File: config.mk
export PLATFORM = sky130hd
export DESIGN_NAME = block_rms_meter_flat
export DESIGN_NICKNAME = d
export VERILOG_FILES = /design/src/rtl/bms_pkg.sv /design/src/rtl/bms_stream_if.sv /design/src/rtl/bms_acc.sv /design/src/rtl/bms_sqrt.sv /design/src/rtl/block_rms_meter.sv /design/src/flat_wrapper.sv
export SDC_FILE = /design/constraint.sdc
export NUM_CORES = 1
export LEC_CHECK = 0
export BUFFER_PORTS_ARGS = -buffer_cell sky130_fd_sc_hd__buf_2
export CORE_MARGIN = 1.5
export CORE_UTILIZATION = 45
export DETAILED_ROUTE_END_ITERATION = 7
export SYNTH_ARGS = -nofsm -noshare
export SYNTH_HDL_FRONTEND = slang
export SYNTH_HIERARCHICAL = 1
export SYNTH_SLANG_ARGS = --single-unit
File: constraint.sdc
create_clock -name clk_i -period 15.66 [get_ports clk_i]
set_clock_uncertainty 0.15 [all_clocks]
set_input_delay 0.783 -clock clk_i [delete_from_list [all_inputs] [get_ports clk_i]]
set_output_delay 0.783 -clock clk_i [all_outputs]
set_load 0.02 [all_outputs]
File: src/rtl/bms_pkg.sv
// ----------------------------------------------------------------------------
// Block RMS meter package
// Shared constants, register indexes and control types of the RMS meter.
// ----------------------------------------------------------------------------
`default_nettype none

package bms_pkg;

  localparam int unsigned ADC_W     = 32;
  localparam int unsigned SMP_W     = 16;
  localparam int unsigned SQ_W      = 32;
  localparam int unsigned SUM_W     = 64;
  localparam int unsigned RMS_W     = 16;
  localparam int unsigned DC_W      = 16;
  localparam int unsigned BLK_W     = 24;
  localparam int unsigned SHIFT_W   = 6;
  localparam int unsigned CFG_W     = 24;
  localparam int unsigned CFG_IDX_W = 2;

  localparam int unsigned COUNT_BITS_DEF = 24;

  localparam logic [DC_W-1:0]    DC_RESET    = 16'd32768;
  localparam logic [BLK_W-1:0]   BLK_RESET   = 24'd1024;
  localparam logic [SHIFT_W-1:0] SHIFT_RESET = 6'd10;

  localparam logic [CFG_IDX_W-1:0] REG_DC_OFFSET    = 2'd0;
  localparam logic [CFG_IDX_W-1:0] REG_BLOCK_LENGTH = 2'd1;
  localparam logic [CFG_IDX_W-1:0] REG_AVG_SHIFT    = 2'd2;

  typedef struct packed {
    logic add;
    logic clear;
  } acc_ctrl_t;

  typedef struct packed {
    logic busy;
    logic done;
  } sqrt_sts_t;

endpackage

`default_nettype wire

File: src/rtl/bms_stream_if.sv
// ----------------------------------------------------------------------------
// Block RMS meter stream interfaces
// Valid/ready channels for ADC words in and RMS values out.
// ----------------------------------------------------------------------------
`default_nettype none

interface bms_in_if;
  logic        valid;
  logic        ready;
  logic [31:0] adc_word;

  modport source (output valid, output adc_word, input ready);
  modport sink (input valid, input adc_word, output ready);
endinterface

interface bms_out_if;
  logic        valid;
  logic        ready;
  logic [15:0] rms_value;

  modport source (output valid, output rms_value, input ready);
  modport sink (input valid, input rms_value, output ready);
endinterface

`default_nettype wire

File: src/rtl/bms_acc.sv
// ----------------------------------------------------------------------------
// Block RMS meter accumulator
// Squares one sample, adds it to the 64-bit sum and counts down the block, or clears the sum.
// ----------------------------------------------------------------------------
`default_nettype none

module bms_acc import bms_pkg::*; #(
  parameter int unsigned COUNT_BITS = COUNT_BITS_DEF
) (
  input  wire logic                    clk_i,
  input  wire logic                    rst_ni,
  input  wire acc_ctrl_t               ctrl_i,
  input  wire logic signed [SMP_W-1:0] sample_i,
  input  wire logic [BLK_W-1:0]        blk_len_i,
  output logic [SUM_W-1:0]             sum_o,
  output logic                         last_o
);

  logic signed [SQ_W-1:0]  square;
  logic [SUM_W-1:0]        sum_d, sum_q;
  logic [COUNT_BITS-1:0]   cnt_d, cnt_q;

  assign square = SQ_W'(sample_i) * SQ_W'(sample_i);
  assign last_o = (cnt_q <= COUNT_BITS'(1));

  always_comb begin
    sum_d = sum_q;
    cnt_d = cnt_q;
    if (ctrl_i.clear) begin
      sum_d = '0;
    end else if (ctrl_i.add) begin
      sum_d = sum_q + {{(SUM_W-SQ_W){1'b0}}, $unsigned(square)};
      if (last_o) begin
        cnt_d = COUNT_BITS'(blk_len_i);
      end else begin
        cnt_d = cnt_q - COUNT_BITS'(1);
      end
    end
  end

  always_ff @(posedge clk_i or negedge rst_ni) begin
    if (!rst_ni) begin
      sum_q <= '0;
      cnt_q <= COUNT_BITS'(BLK_RESET);
    end else begin
      sum_q <= sum_d;
      cnt_q <= cnt_d;
    end
  end

  assign sum_o = sum_q;

endmodule

`default_nettype wire

File: src/rtl/bms_sqrt.sv
// ----------------------------------------------------------------------------
// Block RMS meter square root unit
// Floor square root of a 32-bit value, one result bit per cycle.
// ----------------------------------------------------------------------------
`default_nettype none

module bms_sqrt import bms_pkg::*; (
  input  wire logic             clk_i,
  input  wire logic             rst_ni,
  input  wire logic             start_i,
  input  wire logic [SQ_W-1:0]  radicand_i,
  output sqrt_sts_t             sts_o,
  output logic [RMS_W-1:0]      root_o
);

  localparam int unsigned REM_W = RMS_W + 2;
  localparam int unsigned CNT_W = $clog2(RMS_W);

  logic [SQ_W-1:0]    rad_d, rad_q;
  logic [REM_W-1:0]   rem_d, rem_q;
  logic [RMS_W-1:0]   root_d, root_q;
  logic [CNT_W-1:0]   cnt_d, cnt_q;
  logic               busy_d, busy_q;
  logic               done_d, done_q;
  logic [REM_W+1:0]   rem_sh;
  logic [REM_W+1:0]   trial;
  logic               fits;

  assign rem_sh = {rem_q, rad_q[SQ_W-1 -: 2]};
  assign trial  = {2'b00, root_q, 2'b01};
  assign fits   = (rem_sh >= trial);

  always_comb begin
    rad_d  = rad_q;
    rem_d  = rem_q;
    root_d = root_q;
    cnt_d  = cnt_q;
    busy_d = busy_q;
    done_d = 1'b0;
    if (start_i) begin
      rad_d  = radicand_i;
      rem_d  = '0;
      root_d = '0;
      cnt_d  = '0;
      busy_d = 1'b1;
    end else if (busy_q) begin
      rad_d  = {rad_q[SQ_W-3:0], 2'b00};
      rem_d  = fits ? REM_W'(rem_sh - trial) : REM_W'(rem_sh);
      root_d = {root_q[RMS_W-2:0], fits};
      cnt_d  = cnt_q + CNT_W'(1);
      if (cnt_q == CNT_W'(RMS_W - 1)) begin
        busy_d = 1'b0;
        done_d = 1'b1;
      end
    end
  end

  always_ff @(posedge clk_i or negedge rst_ni) begin
    if (!rst_ni) begin
      busy_q <= 1'b0;
      done_q <= 1'b0;
      cnt_q  <= '0;
    end else begin
      busy_q <= busy_d;
      done_q <= done_d;
      cnt_q  <= cnt_d;
    end
  end

  always_ff @(posedge clk_i) begin
    rad_q  <= rad_d;
    rem_q  <= rem_d;
    root_q <= root_d;
  end

  assign sts_o.busy = busy_q;
  assign sts_o.done = done_q;
  assign root_o     = root_q;

endmodule

`default_nettype wire

File: src/rtl/block_rms_meter.sv
// ----------------------------------------------------------------------------
// Block RMS meter
// Sums squares of DC-corrected ADC samples and reports the block RMS value.
// ----------------------------------------------------------------------------
// Channel    Dir  Payload          Width
// sample_i   in   adc_word         32
// result_o   out  rms_value        16
// cfg        in   cfg_wdata_i      24 (index cfg_idx_i)
//
// A sample that does not end a block passes through request and accumulate.
// A sample that ends a block also passes through shift, root and output,
// waiting in root on the one-bit-per-cycle square root unit.
// The finished value waits in the output register; a new sample is taken
// meanwhile unless a further block ends before the value is taken.
// Reset restores the register defaults, clears the sum and loads the counter.
// ----------------------------------------------------------------------------
`default_nettype none

module block_rms_meter import bms_pkg::*; #(
  parameter int unsigned COUNT_BITS = COUNT_BITS_DEF
) (
  input  wire logic                 clk_i,
  input  wire logic                 rst_ni,
  input  wire logic                 cfg_we_i,
  input  wire logic [CFG_IDX_W-1:0] cfg_idx_i,
  input  wire logic [CFG_W-1:0]     cfg_wdata_i,
  bms_in_if.sink                    sample_i,
  bms_out_if.source                 result_o
);

  localparam logic [2:0] S_IDLE  = 3'd0;
  localparam logic [2:0] S_ACC   = 3'd1;
  localparam logic [2:0] S_SHIFT = 3'd2;
  localparam logic [2:0] S_ROOT  = 3'd3;
  localparam logic [2:0] S_OUT   = 3'd4;

  logic [2:0]           state_d, state_q;
  logic [DC_W-1:0]      dc_q;
  logic [BLK_W-1:0]     blk_q;
  logic [SHIFT_W-1:0]   shift_q;
  logic [SMP_W-1:0]     smp_q;
  logic [SUM_W-1:0]     sum;
  logic                 last;
  acc_ctrl_t            acc_ctrl;
  sqrt_sts_t            sqrt_sts;
  logic                 sqrt_start;
  logic [SQ_W-1:0]      avg;
  logic [RMS_W-1:0]     root;
  logic                 out_valid_d, out_valid_q;
  logic [RMS_W-1:0]     rms_q;
  logic                 in_req;
  logic                 out_load;

  assign sample_i.ready = (state_q == S_IDLE);
  assign in_req         = sample_i.valid && sample_i.ready;

  always_ff @(posedge clk_i or negedge rst_ni) begin
    if (!rst_ni) begin
      dc_q    <= DC_RESET;
      blk_q   <= BLK_RESET;
      shift_q <= SHIFT_RESET;
    end else if (cfg_we_i) begin
      case (cfg_idx_i)
        REG_DC_OFFSET:    dc_q    <= cfg_wdata_i[DC_W-1:0];
        REG_BLOCK_LENGTH: blk_q   <= cfg_wdata_i[BLK_W-1:0];
        REG_AVG_SHIFT:    shift_q <= cfg_wdata_i[SHIFT_W-1:0];
        default: ;
      endcase
    end
  end

  always_ff @(posedge clk_i) begin
    if (in_req) begin
      smp_q <= sample_i.adc_word[SMP_W-1:0] - dc_q;
    end
  end

  assign avg = SQ_W'(sum >> shift_q);

  always_comb begin
    state_d        = state_q;
    acc_ctrl.add   = 1'b0;
    acc_ctrl.clear = 1'b0;
    sqrt_start     = 1'b0;
    out_load       = 1'b0;
    case (state_q)
      S_IDLE: begin
        if (in_req) begin
          state_d = S_ACC;
        end
      end
      S_ACC: begin
        acc_ctrl.add = 1'b1;
        state_d      = last ? S_SHIFT : S_IDLE;
      end
      S_SHIFT: begin
        sqrt_start     = 1'b1;
        acc_ctrl.clear = 1'b1;
        state_d        = S_ROOT;
      end
      S_ROOT: begin
        if (sqrt_sts.done) begin
          state_d = S_OUT;
        end
      end
      S_OUT: begin
        if (!out_valid_q || result_o.ready) begin
          out_load = 1'b1;
          state_d  = S_IDLE;
        end
      end
      default: begin
        state_d = S_IDLE;
      end
    endcase
  end

  always_comb begin
    out_valid_d = out_valid_q;
    if (out_load) begin
      out_valid_d = 1'b1;
    end else if (result_o.ready) begin
      out_valid_d = 1'b0;
    end
  end

  always_ff @(posedge clk_i or negedge rst_ni) begin
    if (!rst_ni) begin
      state_q     <= S_IDLE;
      out_valid_q <= 1'b0;
    end else begin
      state_q     <= state_d;
      out_valid_q <= out_valid_d;
    end
  end

  always_ff @(posedge clk_i) begin
    if (out_load) begin
      rms_q <= root;
    end
  end

  assign result_o.valid     = out_valid_q;
  assign result_o.rms_value = rms_q;

  bms_acc #(
    .COUNT_BITS(COUNT_BITS)
  ) u_acc (
    .clk_i    (clk_i),
    .rst_ni   (rst_ni),
    .ctrl_i   (acc_ctrl),
    .sample_i ($signed(smp_q)),
    .blk_len_i(blk_q),
    .sum_o    (sum),
    .last_o   (last)
  );

  bms_sqrt u_sqrt (
    .clk_i     (clk_i),
    .rst_ni    (rst_ni),
    .start_i   (sqrt_start),
    .radicand_i(avg),
    .sts_o     (sqrt_sts),
    .root_o    (root)
  );

`ifndef SYNTHESIS
  a_req_to_acc: assert property (@(posedge clk_i) disable iff (!rst_ni)
    in_req |=> (state_q == S_ACC))
    else $error("accepted sample did not move to accumulate");

  a_sqrt_in_root: assert property (@(posedge clk_i) disable iff (!rst_ni)
    sqrt_sts.busy |-> (state_q == S_ROOT))
    else $error("square root unit busy outside root state");

  a_sum_cleared: assert property (@(posedge clk_i) disable iff (!rst_ni)
    (state_q == S_SHIFT) |=> (sum == '0))
    else $error("sum not cleared after block end");

  a_result_source: assert property (@(posedge clk_i) disable iff (!rst_ni)
    $rose(result_o.valid) |-> ($past(state_q) == S_OUT))
    else $error("result raised outside output state");
`endif

endmodule

`default_nettype wire

File: src/flat_wrapper.sv
// flat-port wrapper written by rule: the top's interface ports become plain ports
module block_rms_meter_flat import bms_pkg::*;
#(
  parameter int unsigned COUNT_BITS = COUNT_BITS_DEF
)
  (clk_i, rst_ni, cfg_we_i, cfg_idx_i, cfg_wdata_i, sample_i_valid, sample_i_adc_word, sample_i_ready, result_o_valid, result_o_rms_value, result_o_ready);
  bms_in_if sample_i_i ();
  bms_out_if result_o_i ();
  input  wire logic clk_i;
  input  wire logic rst_ni;
  input  wire logic cfg_we_i;
  input  wire logic [CFG_IDX_W-1:0] cfg_idx_i;
  input  wire logic [CFG_W-1:0] cfg_wdata_i;
  input wire logic [$bits(sample_i_i.valid)-1:0] sample_i_valid;
  input wire logic [$bits(sample_i_i.adc_word)-1:0] sample_i_adc_word;
  output wire logic [$bits(sample_i_i.ready)-1:0] sample_i_ready;
  output wire logic [$bits(result_o_i.valid)-1:0] result_o_valid;
  output wire logic [$bits(result_o_i.rms_value)-1:0] result_o_rms_value;
  input wire logic [$bits(result_o_i.ready)-1:0] result_o_ready;
  assign sample_i_i.valid = sample_i_valid;
  assign sample_i_i.adc_word = sample_i_adc_word;
  assign sample_i_ready = sample_i_i.ready;
  assign result_o_valid = result_o_i.valid;
  assign result_o_rms_value = result_o_i.rms_value;
  assign result_o_i.ready = result_o_ready;
  block_rms_meter #(.COUNT_BITS(COUNT_BITS)) u_core (.clk_i(clk_i), .rst_ni(rst_ni), .cfg_we_i(cfg_we_i), .cfg_idx_i(cfg_idx_i), .cfg_wdata_i(cfg_wdata_i), .sample_i(sample_i_i), .result_o(result_o_i));
endmodule
# Yosys cells after proc, flatten, opt, wreduce, memory -nomap -nowiden
# Cells that the tools add are included.
[totals] wordCells=73 output_inout_bits=18 n_memories=0 mem_bits_ro=0 inputBits=63 reg_bits=242 ram_bits=0 latch_bits=0
[op_classes] reduce_logical=13 shifts=1 mux=25 n_div=0 multipliers=1 n_lt_le_gt_ge=2 n_bitwise=1 n_addsub=5 eq_ne=10
[ops] op="two-way mux 64 bit" count=2
[ops] op="adder 64 x 32 -> 64 bit" count=1
[ops] op="two-way mux 32 bit" count=2
[ops] op="right shift 64 x 6 -> 32 bit" count=1
[ops] op="multiplier 16 x 16 -> 32 bit" count=1
[ops] op="<= comparator 24 x 1 -> 1 bit (second input constant)" count=1
[ops] op="two-way mux 24 bit" count=1
[ops] op="subtractor 24 x 1 -> 24 bit (second input constant)" count=1
[ops] op="greater-or-equal comparator 20 x 18 -> 1 bit" count=1
[ops] op="two-way mux 18 bit" count=1
[ops] op="subtractor 18 bit" count=1
[ops] op="subtractor 16 bit" count=1
[ops] op="case mux 3 bit (5 select lines)" count=1
[ops] op="two-way mux 1 bit" count=12
[ops] op="two-way mux 3 bit" count=3
[ops] op="two-way mux 4 bit" count=2
[ops] op="AND reduction 2 bit" count=4
[ops] op="== test 3 x 2 -> 1 bit (second input constant)" count=2
[ops] op="nonzero test 2 bit" count=3
[ops] op="adder 4 x 1 -> 4 bit (second input constant)" count=1
[ops] op="== test 4 bit (second input constant)" count=1
[ops] op="!= test 2 bit (second input constant)" count=2
[ops] op="== test 3 x 1 -> 1 bit (second input constant)" count=1
[ops] op="== test 3 bit (second input constant)" count=1
[ops] op="11 further kinds" count=11

# Longest topological paths before layout
# Gate-level depths: netlist (run 1).
[depth] depth_word=5 mapped_depth=34 mapped_depth_nobuf=32

# By module
# Netlist (run 1), hierarchy kept.
[by_module_without_submodules] mod="bms_acc" seq_area_each_um2=2203.4 cells_each=1790 area_each_um2=15499.9 instances=1
[by_module_without_submodules] mod="block_rms_meter" seq_area_each_um2=2217.1 cells_each=729 area_each_um2=7489.7 instances=1
[by_module_without_submodules] mod="bms_sqrt" seq_area_each_um2=1791.7 cells_each=367 area_each_um2=3890.0 instances=1

# Worst setup path before layout (run 1)
# Ideal clock, no wire load.
[synth_timing] kind="reg2reg" startpoint="register u_core.smp_q[15]" endpoint="register u_core.u_acc.sum_q[49] (netlist: u_core/u_acc/sum_o[49])" t_arrival_ns=8.235 setup_slack_ns=7.151 path_buffers=2 t_required_ns=15.385 period_less_slack_ns=8.509 setup_ns=0.125 stages_incl_launch_ff=33 path_cell_list="edfxtp_1 inv_1 clkbuf_1 nor2_1 fa_1 inv_1 fa_1 inv_1 fa_1 fa_1 fa_1 inv_1 fa_1 inv_1 ha_1 nand2_1 nand2_1 a21oi_1 nand2b_1 nand2b_1 a41oi_1 nor4b_1 or3_1 ha_1 and3_1 nand3_1 or2_1 o22ai_1 a211o_1 o21ai_1 clkbuf_1 o21ai_0 mux2_2"
[synth_via] elab_chain_cells=4
[synth_lines] element="from (decl)" line="block_rms_meter.sv:41" text="logic [SMP_W-1:0] smp_q;"
[synth_lines] element="from (signal assigned)" line="block_rms_meter.sv:74" text="smp_q <= sample_i.adc_word[SMP_W-1:0] - dc_q;"
[synth_lines] element="multiplier 16 x 16 -> 32 bit" line="bms_acc.sv:23" text="assign square = SQ_W'(sample_i) * SQ_W'(sample_i);"
[synth_lines] element="adder 64 x 32 -> 64 bit" line="bms_acc.sv:32" text="sum_d = sum_q + {{(SUM_W-SQ_W){1'b0}}, $unsigned(square)};"
[synth_lines] element="two-way mux 64 bit" line="bms_acc.sv:31" text="end else if (ctrl_i.add) begin"
[synth_lines] element="two-way mux 64 bit" line="bms_acc.sv:29" text="if (ctrl_i.clear) begin"
[synth_lines] element="to (signal assigned)" line="bms_acc.sv:46" text="sum_q <= sum_d;"
[synth_lines] element="to (decl)" line="bms_acc.sv:20" text="logic [SUM_W-1:0] sum_d, sum_q;"
# No other way between the ends. The select of a mux whose other input is x is not followed.
# A chain may end at the register's enable or synchronous reset.

# Worst setup path after layout (run 1)
[layout_timing] startpoint="register u_core.smp_q[2]" endpoint="register u_core.u_acc.sum_q[51] (netlist: u_core/u_acc/sum_o[51])"
# The elaborated chain is that of the path after synthesis.

==> results of run 1 <==
[cells in the final DEF (no fill, tap or decap), types with 10 or more instances in the layout]
master,n
ha_1,159
a21o_1,38
and3_1,15
clkbuf_16,29
a22o_1,16
or3_1,12
a211oi_1,26
mux4_2,43
a22oi_1,22
nand3_1,48
buf_2,63
inv_1,410
o21a_1,20
mux2_2,106
fa_1,238
o21ai_0,141
xor2_1,38
nand2b_1,32
edfxtp_1,64
buf_4,19
nor3_1,27
xnor2_1,56
nand3b_1,10
or2_2,13
dfrtp_1,137
o22ai_1,28
o211ai_1,22
a21oi_1,136
nor2_1,209
mux2i_1,103
and2_1,43
nand2_1,232
nand4_1,25
dfxtp_1,34
nor2b_1,47
[critical path, delay by kind of cell, from the launching register on]
family / cells / cell delay [ps]
buffers and inverters: 5 / 580
and+or+nand+nor: 8 / 1710
AOI/OAI and AO/OA: 8 / 2570
muxes: 1 / 320
adders and majority gates: 8 / 3820
DFF: 1 / 860
[layout make-up]
cell class	count	share of cell area [%]
Clock inverter	18	0.672
Tap cell	773	3.37
Antenna cell	2	0.0174
Multi-Input combinational cell	2101	64.5
Sequential cell	242	21.7
Timing Repair Buffer	83	1.64
Clock buffer	34	2.70
Inverter	414	5.42
[worst paths after layout]
kind                       cells after the start                                    to                            startpoint
setup / recovery                              30    u_core/u_acc/sum_o[51]$_DFFE_PN0P_             u_core/smp_q[2]$_DFFE_PP_
hold / removal                                 1    u_core/u_acc/sum_o[49]$_DFFE_PN0P_                                rst_ni
setup reg to reg                              30    u_core/u_acc/sum_o[51]$_DFFE_PN0P_             u_core/smp_q[2]$_DFFE_PP_
hold reg to reg                                2  u_core/u_sqrt/rem_q[17]$_SDFFE_PP0P_  u_core/u_sqrt/rem_q[17]$_SDFFE_PP0P_
max in group asynchronous                      2         u_core/shift_q[2]$_DFFE_PN0P_                                rst_ni
min in group clk_i                             3            u_core/dc_q[6]$_DFFE_PN0P_                        cfg_wdata_i[6]
[per-stage QoR]
stage / cell area [µm²] / instances
5_1_grt: 28700 / 3666
6_report: 28700 / 3667
2_1_floorplan: 26900 / 2885
4_1_cts: 28700 / 3665
3_5_place_dp: 27700 / 3613
3_3_place_gp: 27700 / 3613
[per-layer routing]
metal	wire (µm)	track usage, %	part of all wire [%]
met5	22	0	0.033
met2	31600	37.9	48
met1	29400	29.4	44
met4	1570	5.63	2.4
met3	3480	3.50	5.3
[flip-flops by register name (all words and copies together) (netlist names)]
register,cells
u_core/u_sqrt/cnt_q,4
u_core/result_o.rms_value,16
u_core/result_o.valid,1
u_core/dc_q,16
u_core/u_sqrt/done_q,1
u_core/shift_q,6
u_core/u_sqrt/rem_q,18
u_core/blk_q,24
u_core/smp_q,16
u_core/state_q,3
u_core/u_sqrt/root_o,16
u_core/u_acc/cnt_q,24
u_core/u_acc/sum_o,64
u_core/u_sqrt/rad_q,32
u_core/u_sqrt/busy_q,1
==> results.md, run 1 <==
- CP max stage delay: between 800 and 900 ps
- Synthesized area: about 27000 µm²
- Initial drt markers: 1495
- Place WS: about 5600 ps
- Slew margin rel.: roughly 18%
- Syn_area_per_cell: roughly 9.3 µm²
- Num ports: 81
- H-tree levels: 1
- Clock slew at reported path FFs: 60 ps
- Initial antenna violation count: 3
- Final setup fails: 0
- Worst setup SP type: flop
- FF/Latch Area: between 6000 and 7000 µm²
- Syn Inst Count: just under 3000
- Total GRT Usage: ~22%
- Final Hold Viols: 0
- Synth Net Count: ~3300
- Gpl congestion: between 0.9 and 1
- Clock Path Buffers: 3
- Hold Path Class: in -> async
- Chip height: 247 µm
- Achievable Freq: about 99 MHz
- Final Core Density: 48.6%
- Largest net degree at the start of global routing: 86
- Max-Cap Viols: 0
- Layout cells sized above 1: between 10% and 20%
- CP arrival: about 10000 ps
- Worst reg2reg setup slack: around 5500 ps
- Synth warnings: 6
- Number of global-route vias before repair: ~21000
- FILL cells: 5584
- Buffers on Ports: 64
- Fin Setup TNS: 0 ps
- CP most frequent cell: fa_1
- Worst Tran Pin Value: 1230 ps
- TritonCTS clock tree: built
- Clock Latency Late Sink: approximately 580 ps
- Kind of critical path: reg -> reg
- Grt total ovfl: 0
- Post-DP HPWL: approximately 51000 µm
- Core Area: 59000 µm²
- Final critical-path required period: approximately 10000 ps
- Setup slack after layout: 5520 ps
- Crit. End Element: flop
- Setup bufs post-CTS: 0
- Std cell rows: 89
- RSZ-0062 raised after global routing: no
- CP max stage cell: edfxtp_1
- Crit path max fanout: 15
- Vias per inst: 5.69
- Antenna Nets Post-Route: 0
- Die W: between 200 and 250 µm
- Run status: completed
- Clock buffer count from CTS: 28
- Hold slack: 76.3 ps
- Fin crit share: between 60% and 70%
- Layout Nets: roughly 3300
- Clk root buf: clkbuf_16
- Avg WL per Cell: around 18 µm
- Gates resized, CTS repair: 0
- Slew Viols, Final: 0
- Initial core utilization: a little under half
- Clock sink count: roughly 240
- Area of the multi-input gates: approximately 19000 µm²
- DR vias: approximately 21000
- DRC viols: 0
- First-pass GRT wire length: about 110000 µm
- Post-CTS Hold Buffers: 0
- Die area: between 60000 and 70000 µm²
- Drt first pass iters: 6
- Worst Path Required: 15980 ps
- Synthesis-to-finish area growth: 6.75%
- Wirelength, routed: 66100 µm
Power of run 1 is left out: the tool's default activity adds up to more than one toggle a clock period on the data nets, which glitch-free logic cannot reach.
==> run 2: changes to the inputs <==
==> constraint.sdc (replaced) <==
create_clock -name clk_i -period 8.8 [get_ports clk_i]
set_clock_uncertainty 0.15 [all_clocks]
set_input_delay 0.44 -clock clk_i [delete_from_list [all_inputs] [get_ports clk_i]]
set_output_delay 0.44 -clock clk_i [all_outputs]
set_load 0.02 [all_outputs]
==> results.md, run 2 (synthesized netlist as in run 1, its figures left out) <==
- Post-DP HPWL: 52400 µm
- Area after DPL: about 28000 µm²
- FILL cells: ~5500
- Clk root buf: clkbuf_16
- Wirelength, routed: roughly 68000 µm
- Setup slack after layout: 320 ps
- Number of global-route vias before repair: 21800
- Worst reg2reg startpoint: u_core/smp_q[8]$_DFFE_PP_
- First-pass GRT wire length: around 110000 µm
- Worst Hold End: u_core/dc_q[5]$_DFFE_PN0P_
- Met1 wire length: slightly above 30000 µm
- Initial drt markers: about 1600
- Layout Nets: between 3000 and 4000
- Final Hold Viols: 0
- DR top layer: met4
- H-tree levels: 1
- CP max stage cell: edfxtp_1
- Grt total ovfl: 0
- Drt first pass iters: 5
- DR vias: approximately 21000
- Worst reg2reg setup slack: 320 ps
- Avg WL per Cell: 18.0 µm
- Hold_sp: cfg_wdata_i[5]
- Kind of critical path: reg -> reg
- Buffers on Ports: 64
- Initial antenna violation count: 1
- Antenna fix cells: 0
- Chip height: between 200 and 250 µm
- CP max stage delay: ~540 ps
- Max-Cap Viols: 0
- Run status: completed
- Core Area: between 50000 and 60000 µm²
- R2R depth: 33
- Worst Path Required: slightly above 9000 ps
- Crit. End Element: flop
- Antenna Nets Post-Route: 0
- Final critical-path required period: roughly 8500 ps
- Final Core Density: roughly 50%
- Die W: between 200 and 250 µm
- Total GRT Usage: a little under a quarter
- Clock Path Buffers: 3
- Layout cells sized above 1: approximately 15%
- Most frequent cells in the layout: inv_1 (409), fa_1 (236), nand2_1 (232)
- Clock slew at reported path FFs: ~60 ps
- Final setup fails: 0
- CP arrival: between 8000 and 9000 ps
- Worst setup SP type: flop
- Vias per inst: 5.70
- Achievable Freq: ~120 MHz
- DRC viols: 0
- Std cell rows: 89
- Slew margin rel.: approximately 20%
- CP most frequent cell: fa_1
- Place WS: slightly above 60 ps
- Worst hold stages: 3
- Gpl congestion: slightly above 0.9
- Met2 Routed Length: between 30000 and 40000 µm
- Die area: slightly above 60000 µm²
- Post-route cell area: around 30000 µm²
- Crit path max fanout: 13
- Num ports: 81
- Largest net degree at the start of global routing: 147
- Routed met3 length: around 3200 µm
- Clock buffer count from CTS: 29
- Hold slack: 33.1 ps
- Synthesis-to-finish area growth: 10.6%
- RR Endpoint: u_core/u_acc/sum_o[61]$_DFFE_PN0P_
- Max reg flops: 64
- Hold Path Class: in -> reg
- Slew Viols, Final: 0
- Worst Tran Pin Value: around 1200 ps
- Clock Latency Late Sink: about 580 ps
- Fin crit share: approximately 96%
- TritonCTS clock tree: built
- Initial core utilization: between 40% and 50%
- Commonest non-fill, non-tap cell in the layout: inv_1
- Clock sink count: around 240
-- run 2: cell count changes in the layout (fill, tap and decap cells not counted), sizes merged --
cell and delta:
clkinv -1, clkbuf +5, buf +68, inv -1, bufinv +1, dlygate4sd3 +20, clkinvlp -2, diode -2
-- run 2: layout make-up --
class / count / area [µm²] / area share (%)
Clock inverter: 15 / 190 / 0.640
Tap cell: 773 / 967 / 3.25
Clock buffer: 39 / 897 / 3.02
Timing Repair Buffer: 171 / 1220 / 4.10
Multi-Input combinational cell: 2101 / 18700 / 62.8
Sequential cell: 242 / 6220 / 20.9
Inverter: 414 / 1550 / 5.23
-- run 2: how the worst max path moves through the flow --
stage / start / endpoint
after floorplan: u_core/smp_q[15]$_DFFE_PP_ / u_core/u_acc/sum_o[49]$_DFFE_PN0P_
after global placement: u_core/smp_q[3]$_DFFE_PP_ / u_core/u_acc/sum_o[43]$_DFFE_PN0P_
after detailed placement: u_core/smp_q[7]$_DFFE_PP_ / u_core/u_acc/sum_o[49]$_DFFE_PN0P_
after CTS: u_core/smp_q[6]$_DFFE_PP_ / u_core/u_acc/sum_o[49]$_DFFE_PN0P_
after global routing: u_core/smp_q[15]$_DFFE_PP_ / u_core/u_acc/sum_o[61]$_DFFE_PN0P_
final: u_core/smp_q[8]$_DFFE_PP_ / u_core/u_acc/sum_o[61]$_DFFE_PN0P_
-- run 2: per-stage QoR --
step | instances | setup TNS [ps]
after global placement | 3661 | 0
after floorplan | 2885 | 0
after global routing | 3755 | -288
after CTS | 3735 | 0
after detailed placement | 3661 | 0
final | 3755 | 0
-- run 2: worst max-delay path: cells and delay by family (launching register included) --
family | cells | cell delay [ps]
flip-flops | 1 | 540
AND/OR/NAND/NOR | 7 | 1570
buffers and inverters | 8 | 830
AO/OA/AOI/OAI | 9 | 1320
multiplexers | 1 | 350
adder cells (fa/ha/maj) | 8 | 3590
-- run 2: repair_timing --
action                                  CTS  global route
setup buffers                             0            20
endpoints found under the setup margin    0            36
hold buffers                             20             0
endpoints found under the hold margin   121             0
resized for setup                         0            46
-- run 2: metal layers --
metal  up-vias  GRT usage [%]
met5         -              0
met4         0           5.26
met3        89           2.56
met2       532           38.9
met1     10700           30.4
li1      10100              -
Power of run 2 is left out for the same reason.
==> run 3: changes to the inputs <==
--- a/config.mk
+++ b/config.mk
@@ -5,10 +5,12 @@
 export SDC_FILE = /design/constraint.sdc
 export NUM_CORES = 1
 export LEC_CHECK = 0
+export ABC_AREA = 1
 export BUFFER_PORTS_ARGS = -buffer_cell sky130_fd_sc_hd__buf_2
 export CORE_MARGIN = 1.5
-export CORE_UTILIZATION = 45
+export CORE_UTILIZATION = 59
 export DETAILED_ROUTE_END_ITERATION = 7
+export PLACE_DENSITY = 0.79
 export SYNTH_ARGS = -nofsm -noshare
 export SYNTH_HDL_FRONTEND = slang
 export SYNTH_HIERARCHICAL = 1
==> results.md, run 3 <==
- Achievable Freq: between 100 and 150 MHz
- Final setup fails: 0
- Max reg flops: 64
- DRC viols: 0
- Final critical-path required period: just over 8000 ps
- TritonCTS clock tree: built
- Die W: roughly 220 µm
- CP max stage cell: fa_1
- Num ports: 81
- Clock sink count: between 200 and 250
- Buffers on Ports: between 60 and 70
- Hold Path Class: in -> reg
- Grt total ovfl: 0
- FILL cells: about 4400
- Synth Net Count: approximately 4600
- Run status: completed
- Initial antenna violation count: 1
- Total GRT Usage: approximately 31%
- Clock Latency Late Sink: approximately 580 ps
- Die area: ~50000 µm²
- Met3 Resource Use GR: 4.15%
- Synthesis-to-finish area growth: 6.35%
- Place WS: around 530 ps
- RSZ-0062 raised after global routing: no
- Synth warnings: 6
- Layout Nets: 4637
- Kind of critical path: reg -> reg
- First-pass GRT wire length: about 130000 µm
- Commonest non-fill, non-tap cell in the layout: nand2_1
- Final Hold Viols: 0
- Worst setup SP type: flop
- Post-DP HPWL: 58100 µm
- Syn Inst Count: ~4200
- H-tree levels: 1
- Vias per inst: around 5.5
- Slew Viols, Final: 0
- Core Area: around 48000 µm²
- Fin Setup TNS: 0 ps
- Layout cells sized above 1: under 10%
- Top Usage Layer GRT: met2
- Number of global-route vias before repair: ~25000
- GRT met2 Usage: 50.6%
- Antenna Nets Post-Route: 0
- Syn_area_per_cell: between 6 and 7 µm²
- Crit. End Element: flop
- Most frequent cells in the layout: nand2_1 (1247), inv_1 (731), nand3_1 (569)
- DR vias: roughly 27000
- Worst Path Required: just over 9000 ps
- CP max stage delay: 560 ps
- Crit path max fanout: 6
- Setup slack after layout: slightly below 600 ps
- Clock buffer count from CTS: 29
- Gpl congestion: just under 1
- Clk root buf: clkbuf_16
- Met1 GRT Util: a little over two fifths
- Worst reg2reg setup slack: 590 ps
- Initial drt markers: 2178
- Worst Tran Pin Value: around 1200 ps
- Std cell rows: 80
- CP most frequent cell: nand2_1
- Hold slack: 50.8 ps
- Synthesized area: between 20000 and 30000 µm²
- Wirelength, routed: roughly 75000 µm
- Clock slew at reported path FFs: around 60 ps
- Drt first pass iters: 6
- Clock Path Buffers: 3
- Largest net degree at the start of global routing: 88
- Chip height: roughly 220 µm
- Avg WL per Cell: about 16 µm
- Fin crit share: 93.3%
- Max-Cap Viols: 0
- CP arrival: 8560 ps
- Initial core utilization: approximately three fifths
- Slew margin rel.: 21.9%
## run 3: through the flow
stage                     util (%)  area [µm²]  std cells
final                         63.7       30400       4816
after CTS                     63.5       30300       4805
after detailed placement      61.1       29200       4730
after global placement        61.1       29200       4730
after floorplan                  -       28600       4174
after global routing          63.7       30400       4815
## run 3: final timing paths
path,end,cells past startpoint,start
setup / recovery,u_core/u_acc/sum_o[46]$_DFFE_PN0P_,34,u_core/smp_q[15]$_DFFE_PP_
max in group asynchronous,u_core/shift_q[2]$_DFFE_PN0P_,3,rst_ni
setup reg to reg,u_core/u_acc/sum_o[46]$_DFFE_PN0P_,34,u_core/smp_q[15]$_DFFE_PP_
min in group asynchronous,u_core/u_acc/sum_o[63]$_DFFE_PN0P_,2,rst_ni
hold reg to reg,u_core/result_o.rms_value[4]$_DFFE_PP_,0,u_core/u_sqrt/root_o[4]$_SDFFE_PP0P_
hold / removal,u_core/dc_q[9]$_DFFE_PN0P_,3,cfg_wdata_i[9]
## run 3: critical path: cells and delay by family (launching register included)
family / cells / cell delay [ps]
AO/OA/AOI/OAI: 2 / 450
XOR/XNOR: 2 / 320
adder cells (fa/ha/maj): 8 / 3750
buffers and inverters: 8 / 780
flip-flops: 1 / 480
AND/OR/NAND/NOR: 14 / 2200
## run 3: per-layer routing
layer  part of all wire [%]  vias up
li1                       -    13100
met1                     43    12500
met2                     46      937
met3                    7.4      150
met4                    3.7        0
met5                      0        -
## run 3: area by class of cell
| type | instances | area, µm² | share of cell area (%) |
|---|---|---|---|
| flip-flops and latches | 242 | 6210 | 20.4 |
| clock buffers | 38 | 820 | 2.69 |
| multi-input cells | 3029 | 18900 | 62.0 |
| well taps | 615 | 769 | 2.53 |
| diodes | 1 | 2.50 | 0.00823 |
| clock inverters | 16 | 110 | 0.362 |
| repair buffers | 124 | 827 | 2.72 |
| inverters | 751 | 2820 | 9.28 |
## run 3: timing repair
| action | in CTS | in global routing |
|---|---|---|
| buffers inserted | 0 | 10 |
| hold buffers | 21 | 0 |
| resized for setup | 0 | 3 |
| endpoints found under the setup margin | 0 | 18 |
| hold endpoints to repair | 111 | 0 |
Power of run 3 is left out for the same reason.
